`config.mk`:
```
export PLATFORM = sky130hd
export DESIGN_NAME = rfid_frame_parser_tag_match
export DESIGN_NICKNAME = d
export VERILOG_FILES = /design/src/rtl/rfp_pkg.sv /design/src/rtl/rfp_front.sv /design/src/rtl/rfp_queue.sv /design/src/rtl/rfp_back.sv /design/src/rtl/rfid_frame_parser_tag_match.sv
export SDC_FILE = /design/constraint.sdc
export NUM_CORES = 2
export LEC_CHECK = 0
export BUFFER_PORTS_ARGS = -buffer_cell sky130_fd_sc_hd__buf_2
export CORE_MARGIN = 2
export CORE_UTILIZATION = 57
export CTS_CLUSTER_DIAMETER = 50
export DETAILED_ROUTE_END_ITERATION = 8
export GPL_TIMING_DRIVEN = 0
export PLACE_DENSITY = 0.76
export SLEW_MARGIN = 20
export SYNTH_ARGS = -nofsm -noshare
export SYNTH_HDL_FRONTEND = slang
export SYNTH_SLANG_ARGS = --single-unit
export TNS_END_PERCENT = 5
```
`constraint.sdc`:
```
create_clock -name clk -period 9.3 [get_ports clk]
set_clock_uncertainty 0.2 [all_clocks]
set_input_delay 2.325 -clock clk [delete_from_list [all_inputs] [get_ports clk]]
set_output_delay 2.325 -clock clk [all_outputs]
set_load 0.03 [all_outputs]
```
`src/rtl/rfp_pkg.sv`:
```
`timescale 1ns / 1ps
// ----------------------------------------------------------------------------
// rfp_pkg
// Shared constants and types for the RFID frame parser with tag match.
// ----------------------------------------------------------------------------
package rfp_pkg;

  // table geometry
  localparam int MAX_TAGS  = 16;
  localparam int TAG_BYTES = 12;

  localparam int SLOT_W  = (MAX_TAGS > 1) ? $clog2(MAX_TAGS) : 1;
  localparam int POS_W   = (TAG_BYTES > 1) ? $clog2(TAG_BYTES) : 1;
  localparam int LIMIT_W = $clog2(MAX_TAGS + 1);
  localparam int FPOS_W  = $clog2(TAG_BYTES + 4);

  // frame positions after the tag bytes
  localparam int POS_CR  = TAG_BYTES + 1;
  localparam int POS_LF  = TAG_BYTES + 2;
  localparam int POS_ETX = TAG_BYTES + 3;

  // framing bytes
  localparam logic [7:0] BYTE_STX = 8'd2;
  localparam logic [7:0] BYTE_CR  = 8'd13;
  localparam logic [7:0] BYTE_LF  = 8'd10;
  localparam logic [7:0] BYTE_ETX = 8'd3;

  // field widths fixed by the interface
  localparam int DATA_W   = 8;
  localparam int SLOT_IN_W = 4;
  localparam int BPOS_IN_W = 4;
  localparam int INDEX_W  = 4;
  localparam int RELOAD_W = 8;
  localparam int ACTIVE_W = 5;

  // input commands
  localparam logic [1:0] CMD_BYTE  = 2'd0;
  localparam logic [1:0] CMD_TICK  = 2'd1;
  localparam logic [1:0] CMD_WRITE = 2'd2;

  // result kinds
  localparam logic KIND_ECHO  = 1'b0;
  localparam logic KIND_MATCH = 1'b1;

  // configuration register indexes
  localparam logic CFG_TIMEOUT = 1'b0;
  localparam logic CFG_ACTIVE  = 1'b1;

  // queue depth between front and back
  localparam int Q_DEPTH = 2;
  localparam int QPTR_W  = (Q_DEPTH > 1) ? $clog2(Q_DEPTH) : 1;
  localparam int QCNT_W  = $clog2(Q_DEPTH + 1);

  typedef enum logic [1:0] {
    OP_ECHO  = 2'd0,
    OP_WRITE = 2'd1,
    OP_MATCH = 2'd2
  } op_t;

  typedef logic [TAG_BYTES-1:0][7:0] tag_t;

  // one queued operation for the back end
  typedef struct packed {
    op_t                  op;
    logic [DATA_W-1:0]    data;
    logic [SLOT_IN_W-1:0] slot;
    logic [BPOS_IN_W-1:0] pos;
    tag_t                 frame;
  } qent_t;

  typedef struct packed {
    logic [RELOAD_W-1:0] timeout_reload;
    logic [ACTIVE_W-1:0] active_tags;
  } cfg_t;

endpackage

```
`src/rtl/rfp_front.sv`:
```
`timescale 1ns / 1ps
// ----------------------------------------------------------------------------
// rfp_front
// Frame parser: tracks frame position, inactivity timer and collected tag
// bytes, and hands echo, table write and match operations to the queue.
// ----------------------------------------------------------------------------
module rfp_front
  import rfp_pkg::*;
(
  input  logic                 clk,
  input  logic                 rst,
  input  logic                 accept,
  input  logic [1:0]           cmd,
  input  logic [DATA_W-1:0]    data_byte,
  input  logic [SLOT_IN_W-1:0] tag_slot,
  input  logic [BPOS_IN_W-1:0] byte_pos,
  input  cfg_t                 cfg,
  output logic                 q_push,
  output qent_t                q_ent
);

  logic [FPOS_W-1:0]   fpos, fpos_next;
  logic [RELOAD_W-1:0] tcount, tcount_next;
  tag_t                frame;
  logic                frame_we;

  // parse one transfer
  always_comb begin
    fpos_next   = fpos;
    tcount_next = tcount;
    frame_we    = 1'b0;
    q_push      = 1'b0;
    q_ent.op    = OP_ECHO;
    q_ent.data  = data_byte;
    q_ent.slot  = tag_slot;
    q_ent.pos   = byte_pos;
    q_ent.frame = frame;
    if (accept) begin
      unique case (cmd)
        CMD_WRITE: begin
          q_push   = 1'b1;
          q_ent.op = OP_WRITE;
        end
        CMD_TICK: begin
          if (tcount != '0) begin
            tcount_next = tcount - 1'b1;
            if (tcount == RELOAD_W'(1)) fpos_next = '0;
          end
        end
        CMD_BYTE: begin
          if (fpos == '0) begin
            q_push   = 1'b1;
            q_ent.op = OP_ECHO;
            if (data_byte == BYTE_STX) fpos_next = FPOS_W'(1);
          end else begin
            tcount_next = cfg.timeout_reload;
            priority if (fpos == FPOS_W'(POS_CR)) begin
              fpos_next = (data_byte == BYTE_CR) ? fpos + 1'b1 : '0;
            end else if (fpos == FPOS_W'(POS_LF)) begin
              fpos_next = (data_byte == BYTE_LF) ? fpos + 1'b1 : '0;
            end else if (fpos == FPOS_W'(POS_ETX)) begin
              fpos_next = '0;
              if (data_byte == BYTE_ETX) begin
                q_push   = 1'b1;
                q_ent.op = OP_MATCH;
              end
            end else if (fpos <= FPOS_W'(TAG_BYTES)) begin
              frame_we  = 1'b1;
              fpos_next = fpos + 1'b1;
            end else begin
              fpos_next = '0;
            end
          end
        end
        default: begin
        end
      endcase
    end
  end

  // control state
  always_ff @(posedge clk) begin
    if (rst) begin
      fpos   <= '0;
      tcount <= '0;
    end else begin
      fpos   <= fpos_next;
      tcount <= tcount_next;
    end
  end

  // collected tag bytes
  always_ff @(posedge clk) begin
    if (frame_we) frame[POS_W'(fpos - 1'b1)] <= data_byte;
  end

endmodule

```
`src/rtl/rfp_queue.sv`:
```
`timescale 1ns / 1ps
// ----------------------------------------------------------------------------
// rfp_queue
// Short FIFO of operations between the parser front and the match back end.
// ----------------------------------------------------------------------------
module rfp_queue
  import rfp_pkg::*;
(
  input  logic  clk,
  input  logic  rst,
  input  logic  push,
  input  qent_t push_ent,
  output logic  full,
  input  logic  pop,
  output logic  q_valid,
  output qent_t head
);

  qent_t             entries [Q_DEPTH];
  logic [QPTR_W-1:0] wr_ptr, rd_ptr;
  logic [QCNT_W-1:0] count;

  assign full    = (count == QCNT_W'(Q_DEPTH));
  assign q_valid = (count != '0);
  assign head    = entries[rd_ptr];

  // pointers and fill level
  always_ff @(posedge clk) begin
    if (rst) begin
      wr_ptr <= '0;
      rd_ptr <= '0;
      count  <= '0;
    end else begin
      if (push) begin
        wr_ptr <= (wr_ptr == QPTR_W'(Q_DEPTH - 1)) ? '0 : wr_ptr + 1'b1;
      end
      if (pop) begin
        rd_ptr <= (rd_ptr == QPTR_W'(Q_DEPTH - 1)) ? '0 : rd_ptr + 1'b1;
      end
      count <= count + QCNT_W'(push) - QCNT_W'(pop);
    end
  end

  // storage
  always_ff @(posedge clk) begin
    if (push) entries[wr_ptr] <= push_ent;
  end

  a_no_push_full: assert property (@(posedge clk) disable iff (rst)
    full |-> !push)
    else $error("queue push while full");

  a_no_pop_empty: assert property (@(posedge clk) disable iff (rst)
    !q_valid |-> !pop)
    else $error("queue pop while empty");

endmodule

```
`src/rtl/rfp_back.sv`:
```
`timescale 1ns / 1ps
// ----------------------------------------------------------------------------
// rfp_back
// Executes queued operations: tag table writes, idle echoes, and the
// slot-by-slot table scan for a completed frame; owns the output register.
// ----------------------------------------------------------------------------
module rfp_back
  import rfp_pkg::*;
(
  input  logic               clk,
  input  logic               rst,
  input  cfg_t               cfg,
  input  logic               q_valid,
  input  qent_t              head,
  output logic               pop,
  output logic               m_tvalid,
  input  logic               m_tready,
  output logic               m_tuser,
  output logic [15:0]        m_tdata
);

  typedef enum logic [2:0] {
    B_IDLE  = 3'b001,
    B_FETCH = 3'b010,
    B_CMP   = 3'b100
  } bstate_t;

  bstate_t            state;
  tag_t               tag_mem [MAX_TAGS];
  tag_t               rd_data;
  tag_t               frame_q;
  logic [SLOT_W-1:0]  scan_idx;
  logic [LIMIT_W-1:0] limit_q, limit;
  logic               out_free, mem_we, last_slot, hit;
  logic [DATA_W-1:0]  echo_byte;
  logic [INDEX_W-1:0] tag_index;

  assign out_free  = !m_tvalid || m_tready;
  assign limit     = (int'(cfg.active_tags) > MAX_TAGS) ? LIMIT_W'(MAX_TAGS)
                                                        : LIMIT_W'(cfg.active_tags);
  assign last_slot = (LIMIT_W'(scan_idx) + 1'b1 == limit_q);
  assign hit       = (rd_data == frame_q);
  assign pop       = q_valid && (state == B_IDLE) && (head.op != OP_ECHO || out_free);
  assign mem_we    = pop && (head.op == OP_WRITE) && (int'(head.slot) < MAX_TAGS)
                     && (int'(head.pos) < TAG_BYTES);
  assign m_tdata   = {4'b0, tag_index, echo_byte};

  // tag table
  always_ff @(posedge clk) begin
    if (mem_we) tag_mem[SLOT_W'(head.slot)][POS_W'(head.pos)] <= head.data;
    rd_data <= tag_mem[scan_idx];
  end

  // sequencer and output register
  always_ff @(posedge clk) begin
    if (rst) begin
      state    <= B_IDLE;
      m_tvalid <= 1'b0;
      scan_idx <= '0;
    end else begin
      if (m_tready) m_tvalid <= 1'b0;
      unique case (state)
        B_IDLE: begin
          if (pop && head.op == OP_ECHO) begin
            m_tvalid <= 1'b1;
          end
          if (pop && head.op == OP_MATCH && limit != '0) begin
            scan_idx <= '0;
            state    <= B_FETCH;
          end
        end
        B_FETCH: state <= B_CMP;
        B_CMP: begin
          if (hit) begin
            if (out_free) begin
              m_tvalid <= 1'b1;
              state    <= B_IDLE;
            end
          end else if (last_slot) begin
            state <= B_IDLE;
          end else begin
            scan_idx <= scan_idx + 1'b1;
            state    <= B_FETCH;
          end
        end
        default: state <= B_IDLE;
      endcase
    end
  end

  // payload registers
  always_ff @(posedge clk) begin
    if (state == B_IDLE && pop && head.op == OP_MATCH) begin
      frame_q <= head.frame;
      limit_q <= limit;
    end
    if (pop && head.op == OP_ECHO) begin
      m_tuser   <= KIND_ECHO;
      echo_byte <= head.data;
      tag_index <= '0;
    end else if (state == B_CMP && hit && out_free) begin
      m_tuser   <= KIND_MATCH;
      echo_byte <= '0;
      tag_index <= INDEX_W'(scan_idx);
    end
  end

  a_scan_in_range: assert property (@(posedge clk) disable iff (rst)
    (state == B_CMP) |-> (LIMIT_W'(scan_idx) < limit_q))
    else $error("scan index beyond active slots");

  a_result_held: assert property (@(posedge clk) disable iff (rst)
    (m_tvalid && !m_tready) |=> (m_tvalid && $stable(m_tdata) && $stable(m_tuser)))
    else $error("pending result overwritten");

endmodule

```
`src/rtl/rfid_frame_parser_tag_match.sv`:
```
`timescale 1ns / 1ps
// ----------------------------------------------------------------------------
// rfid_frame_parser_tag_match
// RFID serial frame parser: STX, tag bytes, CR, LF, ETX, with tag table match.
// ----------------------------------------------------------------------------
// Usage
//   Input stream (s_*): tuser carries the command (received byte, timer tick,
//   table byte write); tdata carries data_byte, tag_slot and byte_pos.
//   Output stream (m_*): tuser is the result kind (idle echo or tag match),
//   tdata holds echo_byte and tag_index; unused fields read as zero.
//   Config port: cfg_we with cfg_index 0 = timeout reload, 1 = active tags.
//   Parsing is done in the front at transfer time; operations pass through a
//   two-entry queue to the back end, which owns the tag table memory.
//   Flow: an echo passes through the queue, then the output register. A
//   complete frame is scanned slot by slot, each slot by a registered table
//   read, then a compare; a match result is registered from the compare that
//   hits. That scan sets the worst-case rate.
//   Ticks and table writes are absorbed at one per cycle while queue space
//   remains.
//   When the receiver stalls, the result is held in the output register and
//   the queue fills; s_tready drops once the queue is full.
//   Reset clears the parser to idle, the timer to zero and the config
//   registers to reload 100 and 16 active tags; the tag table is not cleared.
// ----------------------------------------------------------------------------
module rfid_frame_parser_tag_match
  import rfp_pkg::*;
(
  input  logic                clk,
  input  logic                rst,
  input  logic                s_tvalid,
  output logic                s_tready,
  input  logic [15:0]         s_tdata,   // data_byte[7:0], tag_slot[11:8], byte_pos[15:12]
  input  logic [1:0]          s_tuser,   // cmd[1:0]
  output logic                m_tvalid,
  input  logic                m_tready,
  output logic [15:0]         m_tdata,   // echo_byte[7:0], tag_index[11:8], zero[15:12]
  output logic                m_tuser,   // kind[0]
  input  logic                cfg_we,
  input  logic                cfg_index,
  input  logic [RELOAD_W-1:0] cfg_data
);

  cfg_t  cfg;
  logic  q_push, q_full, q_pop, q_valid;
  qent_t q_in, q_head;

  assign s_tready = !q_full;

  // configuration registers
  always_ff @(posedge clk) begin
    if (rst) begin
      cfg.timeout_reload <= RELOAD_W'(100);
      cfg.active_tags    <= ACTIVE_W'(MAX_TAGS);
    end else if (cfg_we) begin
      unique case (cfg_index)
        CFG_TIMEOUT: cfg.timeout_reload <= cfg_data;
        CFG_ACTIVE:  cfg.active_tags    <= cfg_data[ACTIVE_W-1:0];
        default: begin
        end
      endcase
    end
  end

  rfp_front u_front (
    .clk       (clk),
    .rst       (rst),
    .accept    (s_tvalid && s_tready),
    .cmd       (s_tuser),
    .data_byte (s_tdata[7:0]),
    .tag_slot  (s_tdata[11:8]),
    .byte_pos  (s_tdata[15:12]),
    .cfg       (cfg),
    .q_push    (q_push),
    .q_ent     (q_in)
  );

  rfp_queue u_queue (
    .clk      (clk),
    .rst      (rst),
    .push     (q_push),
    .push_ent (q_in),
    .full     (q_full),
    .pop      (q_pop),
    .q_valid  (q_valid),
    .head     (q_head)
  );

  rfp_back u_back (
    .clk      (clk),
    .rst      (rst),
    .cfg      (cfg),
    .q_valid  (q_valid),
    .head     (q_head),
    .pop      (q_pop),
    .m_tvalid (m_tvalid),
    .m_tready (m_tready),
    .m_tuser  (m_tuser),
    .m_tdata  (m_tdata)
  );

endmodule

```
=== Word-level counts from Yosys, hierarchy flattened ===
Memory sizes are Yosys's and may differ from the RTL's. A register that Yosys moved wholly into a read port is not among the register bits.
Cells that the tools add are included.

* Register bits: 247
* RAM bits: 1764
* Bits of input ports: 32
* Memories kept: 2
* Output and inout bits: 19
* Word-level logic and storage cells: 182

* Multiplexer cells: 65
* Add/sub/neg operators: 9
* Reduce and logical (&&, ||, !) cells: 34
* Bitwise operators: 1
* Magnitude comparators: 7
* Equal/unequal tests: 26

{| class="wikitable"
|+ Memories
! name !! depth !! width !! read ports !! clocked after memory_dff !! wr ports !! line !! RTL
|-
| u_back.tag_mem || 16 || 96 || 1 || 1 || 1 || rfp_back.sv:29 || <nowiki>tag_t tag_mem [MAX_TAGS];</nowiki>
|-
| u_queue.entries || 2 || 114 || 1 || 1 || 1 || rfp_queue.sv:19 || <nowiki>qent_t entries [Q_DEPTH];</nowiki>
|}

{| class="wikitable"
|+ Operators by type and width
! kind !! number
|-
| $bwmux 96 || 1
|-
| $eq 96x96->1 || 1
|-
| $mux 96 || 1
|-
| $demux 8 s4 || 2
|-
| $mux 4 || 13
|-
| $mux 8 || 6
|-
| $mux 1 || 24
|-
| $eq 8x2->1 const B || 2
|-
| $eq 8x4->1 const B || 2
|-
| $pmux 4 s2 || 2
|-
| $pmux 8 s2 || 1
|-
| $logic_and 1x1->1 || 14
|-
| $mux 2 || 7
|-
| $eq 4x4->1 const B || 3
|-
| $lt 4x5->1 const B || 2
|-
| $reduce_bool 2->1 || 5
|-
| $mux 3 || 3
|-
| $pmux 3 s3 || 1
|-
| $add 4x1->4 const B || 2
|-
| $eq 8x1->1 const B || 1
|-
| $ge 4x1->1 const B || 2
|-
| $reduce_and 4->1 || 2
|-
| $reduce_bool 8->1 || 1
|-
| $sub 8x1->8 const B || 1
|-
| other kinds (29) || 43
|}

=== Longest topological paths before layout ===
* Depth after elaboration: 10
* Depth in mapped cells: 10

=== Cells and area by module ===
A second synthesis with hierarchy kept.

* Cells, all modules: 3543
* Area, all modules: 79003.3 um2

{| class="wikitable"
|+ By module, submodules not included
! module !! instances !! cells each !! area each (um2)
|-
| rfp_back || 1 || 2842 || 65604.2
|-
| rfp_queue || 1 || 376 || 8693.3
|-
| rfp_front || 1 || 270 || 4152.7
|-
| rfid_frame_parser_tag_match || 1 || 55 || 553.0
|}

=== Worst setup path after synthesis ===
No wires, ideal clock.

* Path kind: input to register
* From: input s_tdata[5]
* To: memory u_queue.entries[0][0] (netlist bit) (enable)
* Data required time: 8498 ps
* Path buffers: 0
* Setup slack: -179 ps
* Setup time: 602 ps
* Data arrival time: 8678 ps
* Stages: 5
* Cells stage by stage: nor4_1 nand4b_1 or4_1 a21boi_2 nor2b_1

* Cells in the longest elaborated chain, start to end: 10

{| class="wikitable"
|+ Ends and longest elaborated chain
! what !! line !! RTL
|-
| start, declared || rfid_frame_parser_tag_match.sv:32 || <nowiki>input logic [15:0] s_tdata,</nowiki>
|-
| $eq 8x2->1 || rfp_front.sv:63 || <nowiki>if (data_byte == BYTE_ETX) begin</nowiki>
|-
| $mux 1 || rfp_front.sv:63 ||
|-
| $mux 1 || rfp_front.sv:61 || <nowiki>end else if (fpos == FPOS_W'(POS_ETX)) begin</nowiki>
|-
| $mux 1 || rfp_front.sv:59 || <nowiki>end else if (fpos == FPOS_W'(POS_LF)) begin</nowiki>
|-
| $mux 1 || rfp_front.sv:57 || <nowiki>priority if (fpos == FPOS_W'(POS_CR)) begin</nowiki>
|-
| $mux 1 || rfp_front.sv:51 || <nowiki>if (fpos == '0) begin</nowiki>
|-
| $pmux 1 s2 || rfp_front.sv:39 || <nowiki>unique case (cmd)</nowiki>
|-
| $mux 1 || rfp_front.sv:38 || <nowiki>if (accept) begin</nowiki>
|-
| $mux 1 || rfp_queue.sv:46 || <nowiki>if (push) entries[wr_ptr] <= push_ent;</nowiki>
|-
| $mux 1 (not written as such) || rfp_queue.sv:46 ||
|-
| end, declared || rfp_queue.sv:19 ||
|}

Every way passes these cells.

=== Final worst setup path ===
* From: input m_tready
* To: memory u_back.tag_mem[6][92] (netlist bit) (enable)

* Cells in the longest elaborated chain, start to end: 7

{| class="wikitable"
|+ Ends and longest elaborated chain
! what !! line !! RTL
|-
| start, declared || rfid_frame_parser_tag_match.sv:35 || <nowiki>input logic m_tready,</nowiki>
|-
| $logic_or 1x1->1 || rfp_back.sv:38 || <nowiki>assign out_free = !m_tvalid || m_tready;</nowiki>
|-
| $logic_or 1x1->1 || rfp_back.sv:43 || <nowiki>assign pop = q_valid && (state == B_IDLE) && (head.op != OP_ECHO || out_free);</nowiki>
|-
| $logic_and 1x1->1 || rfp_back.sv:43 ||
|-
| $logic_and 1x1->1 || rfp_back.sv:44 || <nowiki>assign mem_we = pop && (head.op == OP_WRITE) && (int'(head.slot) < MAX_TAGS)</nowiki>
|-
| $logic_and 1x1->1 || rfp_back.sv:45 || <nowiki>&& (int'(head.pos) < TAG_BYTES);</nowiki>
|-
| $mux 1 || rfp_back.sv:50 || <nowiki>if (mem_we) tag_mem[SLOT_W'(head.slot)][POS_W'(head.pos)] <= head.data;</nowiki>
|-
| $mux 96 (not written as such) || rfp_back.sv:50 ||
|-
| end, declared || rfp_back.sv:29 ||
|}

Every way passes these cells.

==> impl_metrics.csv <==
group,metric,value,unit
cells_and_area,multi_input_area,0.0159,sq mm
hold_path,hold_class,"register to register",
routing,drtPass1Iterations,6,
power,ir_drop,218,uV
cts,cts_hold_buf,0,
logic_synthesis,synth_top_area_cell,"edfxtp_1",
power,seq_power_share,0.532,
cells_and_area,syn_to_final_growth,13.0,%
timing,final.min_clock_period,5210,ps
logic_synthesis,async_reset_ff_frac,0,
cts,cts.sinks,2108,
routing,avgRoutedWirePerCell,33.2,microns
logic_synthesis,synth-simple-area-share,0.0258,
cts,clock_latency,840,ps
grt,grt_first_pass_wirelength,274000,microns
cts,clk_pin_slew,70,ps
logic_synthesis,synthXorXnorAreaFrac,0.0117,
logic_synthesis,syn_avg_cell_area,22.1,sq um
job,max_cap_viol_count,0,
power,power,0.0206,W
logic_synthesis,synth-edff-count,1969,
cells_and_area,fin_area,0.0886,sq mm
timing,timing.final.ws_setup,4090,ps
power,swShare,0.223,
power,p_comb_frac,0.068,
cells_and_area,nFillCells,8311,
cts,h-tree-depth,4,
worst_setup_path,cp-start-kind,"input port",
routing,via_count,37700,
timing,worst_pin_slew,1130,ps
logic_synthesis,muxShareOfSynthArea,0.153,
logic_synthesis,ys_warn_count,0,
routing,viasPerCell,6.50,
timing,relSlewSlack,0.245,
power,power.leakage,27.1,nW
cts,cts_tree,"done",
timing,drv_slew,0,
floorplan,rows,136,
status,outcome,"finished, final reports clean",
power,switching_power,0.00460,W
floorplan,io_pins,51,
worst_setup_path,end_kind,"register",
timing,max_freq,192,MHz
routing,ant_nets,0,
worst_setup_path,cp_max_fo,10,
logic_synthesis,synth_flop_cell,"edfxtp_1",
timing,finalCritPeriodShare,0.560,
grt,grt_pass1_vias,38000,
placement,place_congestion,0.845,
cts,cts_root_buf,"clkbuf_16",
cells_and_area,seq_area,0.0619,sq mm
logic_synthesis,ys_top_cells_by_area,"edfxtp_1, mux4_2, dfxtp_1",
routing,drt-total-wl,192000,microns
power,cellPowerDensity,233,mW/mm^2
timing,tns,0,ps
logic_synthesis,synth_cells,3550,
power,power_frac_clock,0.400,
worst_setup_path,crit_chain,"buf_2 > nor2b_1 > a21oi_1 > nand2_1 > nor2_1 > nand2_1 > buf_2 > nor2_1",
cells_and_area,drive_gt1_frac,0.262,
logic_synthesis,synth_area,0.0784,sq mm
timing,finalHoldViolations,0,
timing,setup_viol,0,
grt,grt_antenna_before_repair,15,
cts,post_cts_buffers,0,
logic_synthesis,ys_seq_area_frac,0.790,
timing,rsz0062_at_grt,"no",
logic_synthesis,synthAdderAreaFrac,0.00176,
worst_setup_path,arrival,5460,ps
worst_setup_path,critPathKind,"input port to register",
worst_setup_path,slowest_stage,"nor2_1",
logic_synthesis,synth.distinct_cells,55,
grt,grt_usage,0.277,
power,p_int,0.0160,W
floorplan,initial_core_util,0.572,
grt,grt_max_degree,133,
floorplan,coreArea,0.137,sq mm
logic_synthesis,ys_seq_elements,2108,
logic_synthesis,synth_top_family_by_area,"multiplexers",
worst_setup_path,cp_slowest_stage_delay,690,ps
routing,drt_iter0_drc,5644,
placement,io_buffer_count,46,
floorplan,die_w,375,microns
cts,cts_inserted_buffers,194,
logic_synthesis,synth_top_area_share,0.754,
cells_and_area,final_nets,3874,
floorplan,dieArea,0.141,sq mm
placement,dpl-instance-area,0.0820,sq mm
placement,dp_slack,3330,ps
routing,drc_errors,0,
cells_and_area,utilization,0.647,
worst_setup_path,required,9540,ps
grt,grt_overflow,0,
logic_synthesis,synth_compound_area_frac,0.00777,
placement,dp_hpwl,120000,microns
floorplan,fp.dieH,375,microns
cts,clock_path_buffers,3,
cts,cts-resized-gates,0,
==> cell type report <==
| cell class | count | area share |
|---|---|---|
| Timing Repair Buffer | 82 | 0.0128 |
| Multi-Input combinational cell | 1252 | 0.179 |
| Clock inverter | 104 | 0.0140 |
| Clock buffer | 262 | 0.0608 |
| Tap cell | 1794 | 0.0253 |
| Sequential cell | 2108 | 0.699 |
| Antenna cell | 4 | 0.000113 |
| Buffer | 170 | 0.00846 |
| Inverter | 23 | 0.000974 |
==> logic make-up after synthesis <==
| kind of cell | count (synthesis) |
|---|---|
| AOI/OAI and AO/OA | 92 |
| xor gates and xnor gates | 105 |
| adders and majority gates | 11 |
| buffers and inverters | 193 |
| DFF | 2108 |
| muxes | 587 |
| other | 1 |
| and+or+nand+nor | 453 |
==> path summary, 6_finish.rpt <==
check        cells past startpoint                endpoint  slack (ps)               from
min                              0  u_queue.entries[1][56]         230  u_front.q_ent[56]
min reg2reg                      0  u_queue.entries[1][56]         230  u_front.q_ent[56]
max                              8   u_back.tag_mem[6][92]        4090           m_tready
max reg2reg                      7   u_back.tag_mem[9][43]        4550           register
==> placed cells by master (no fill, tap or decap), drive strengths merged, types with 3 or more instances in the layout <==
cell type  count
a211oi         5
a21o           3
a21oi         25
a22oi          4
a31oi          5
and2           6
and3           9
buf          151
bufinv        24
clkbuf       363
clkinv        66
clkinvlp       7
conb           4
dfxtp        139
diode          4
edfxtp      1969
ha            11
inv           30
mux2         104
mux2i          3
mux4         480
nand2         83
nand2b        16
nand3         17
nand3b         7
nand4         24
nor2         239
nor2b         14
nor3          12
nor3b          3
nor4          11
o211ai         3
o21ai         15
o22ai          6
o31ai          3
o32ai         11
or2            3
or3b           4
xnor2         81
xor2          24
==> stage by stage <==
step	cells	hold slack, ps
2_1_floorplan	3553	221
3_3_place_gp	5393	222
3_5_place_dp	5429	229
4_1_cts	5795	228
5_1_grt	5796	244
6_report	5799	232
==> critical path: cells and delay by family <==
family | cells | cell delay (ps)
and+or+nand+nor | 5 | 2220
buffers and inverters | 2 | 450
AOI/OAI and AO/OA | 1 | 420
==> power by group through the flow <==
stage	logic [W]	clock network [W]	registers, W
3_3_place_gp	0.00117	0	0.0113
3_5_place_dp	0.00137	0	0.0112
4_1_cts	0.00138	0.00830	0.0110
2_1_floorplan	0.000657	0	0.0112
5_1_grt	0.00147	0.00864	0.0110
6_report	0.00140	0.00825	0.0110
==> routing by layer <==
layer / vias up / GRT usage / wire [microns]
met5: - / 0 / 77
met4: 12 / 0.118 / 8650
met3: 397 / 0.0681 / 21400
met2: 2443 / 0.431 / 91800
met1: 19800 / 0.380 / 70400
li1: 15100 / - / -
==> registers in the layout, summed over array words and instances, names as in the netlist, named ones only <==
signal / flops
cfg: 13
u_back.echo_byte: 8
u_back.frame_q: 96
u_back.limit_q: 5
u_back.m_tuser: 1
u_back.m_tvalid: 1
u_back.rd_data: 96
u_back.scan_idx: 4
u_back.state: 3
u_back.tag_index: 4
u_back.tag_mem: 1536
u_front.fpos: 4
u_front.q_ent: 96
u_front.tcount: 8
u_queue.count: 2
u_queue.entries: 228
u_queue.rd_ptr: 1
u_queue.wr_ptr: 1
==> cell usage after synthesis (23+ instances only) <==
library cell / instances
a21oi_1: 25
inv_1: 23
buf_2: 51
xor2_1: 24
nand2_1: 83
clkbuf_1: 100
edfxtp_1: 1969
mux2_2: 104
nand4_1: 24
nor2_1: 239
xnor2_1: 81
dfxtp_1: 139
mux4_2: 480
No activity file was read; power rests on OpenSTA's default activity.
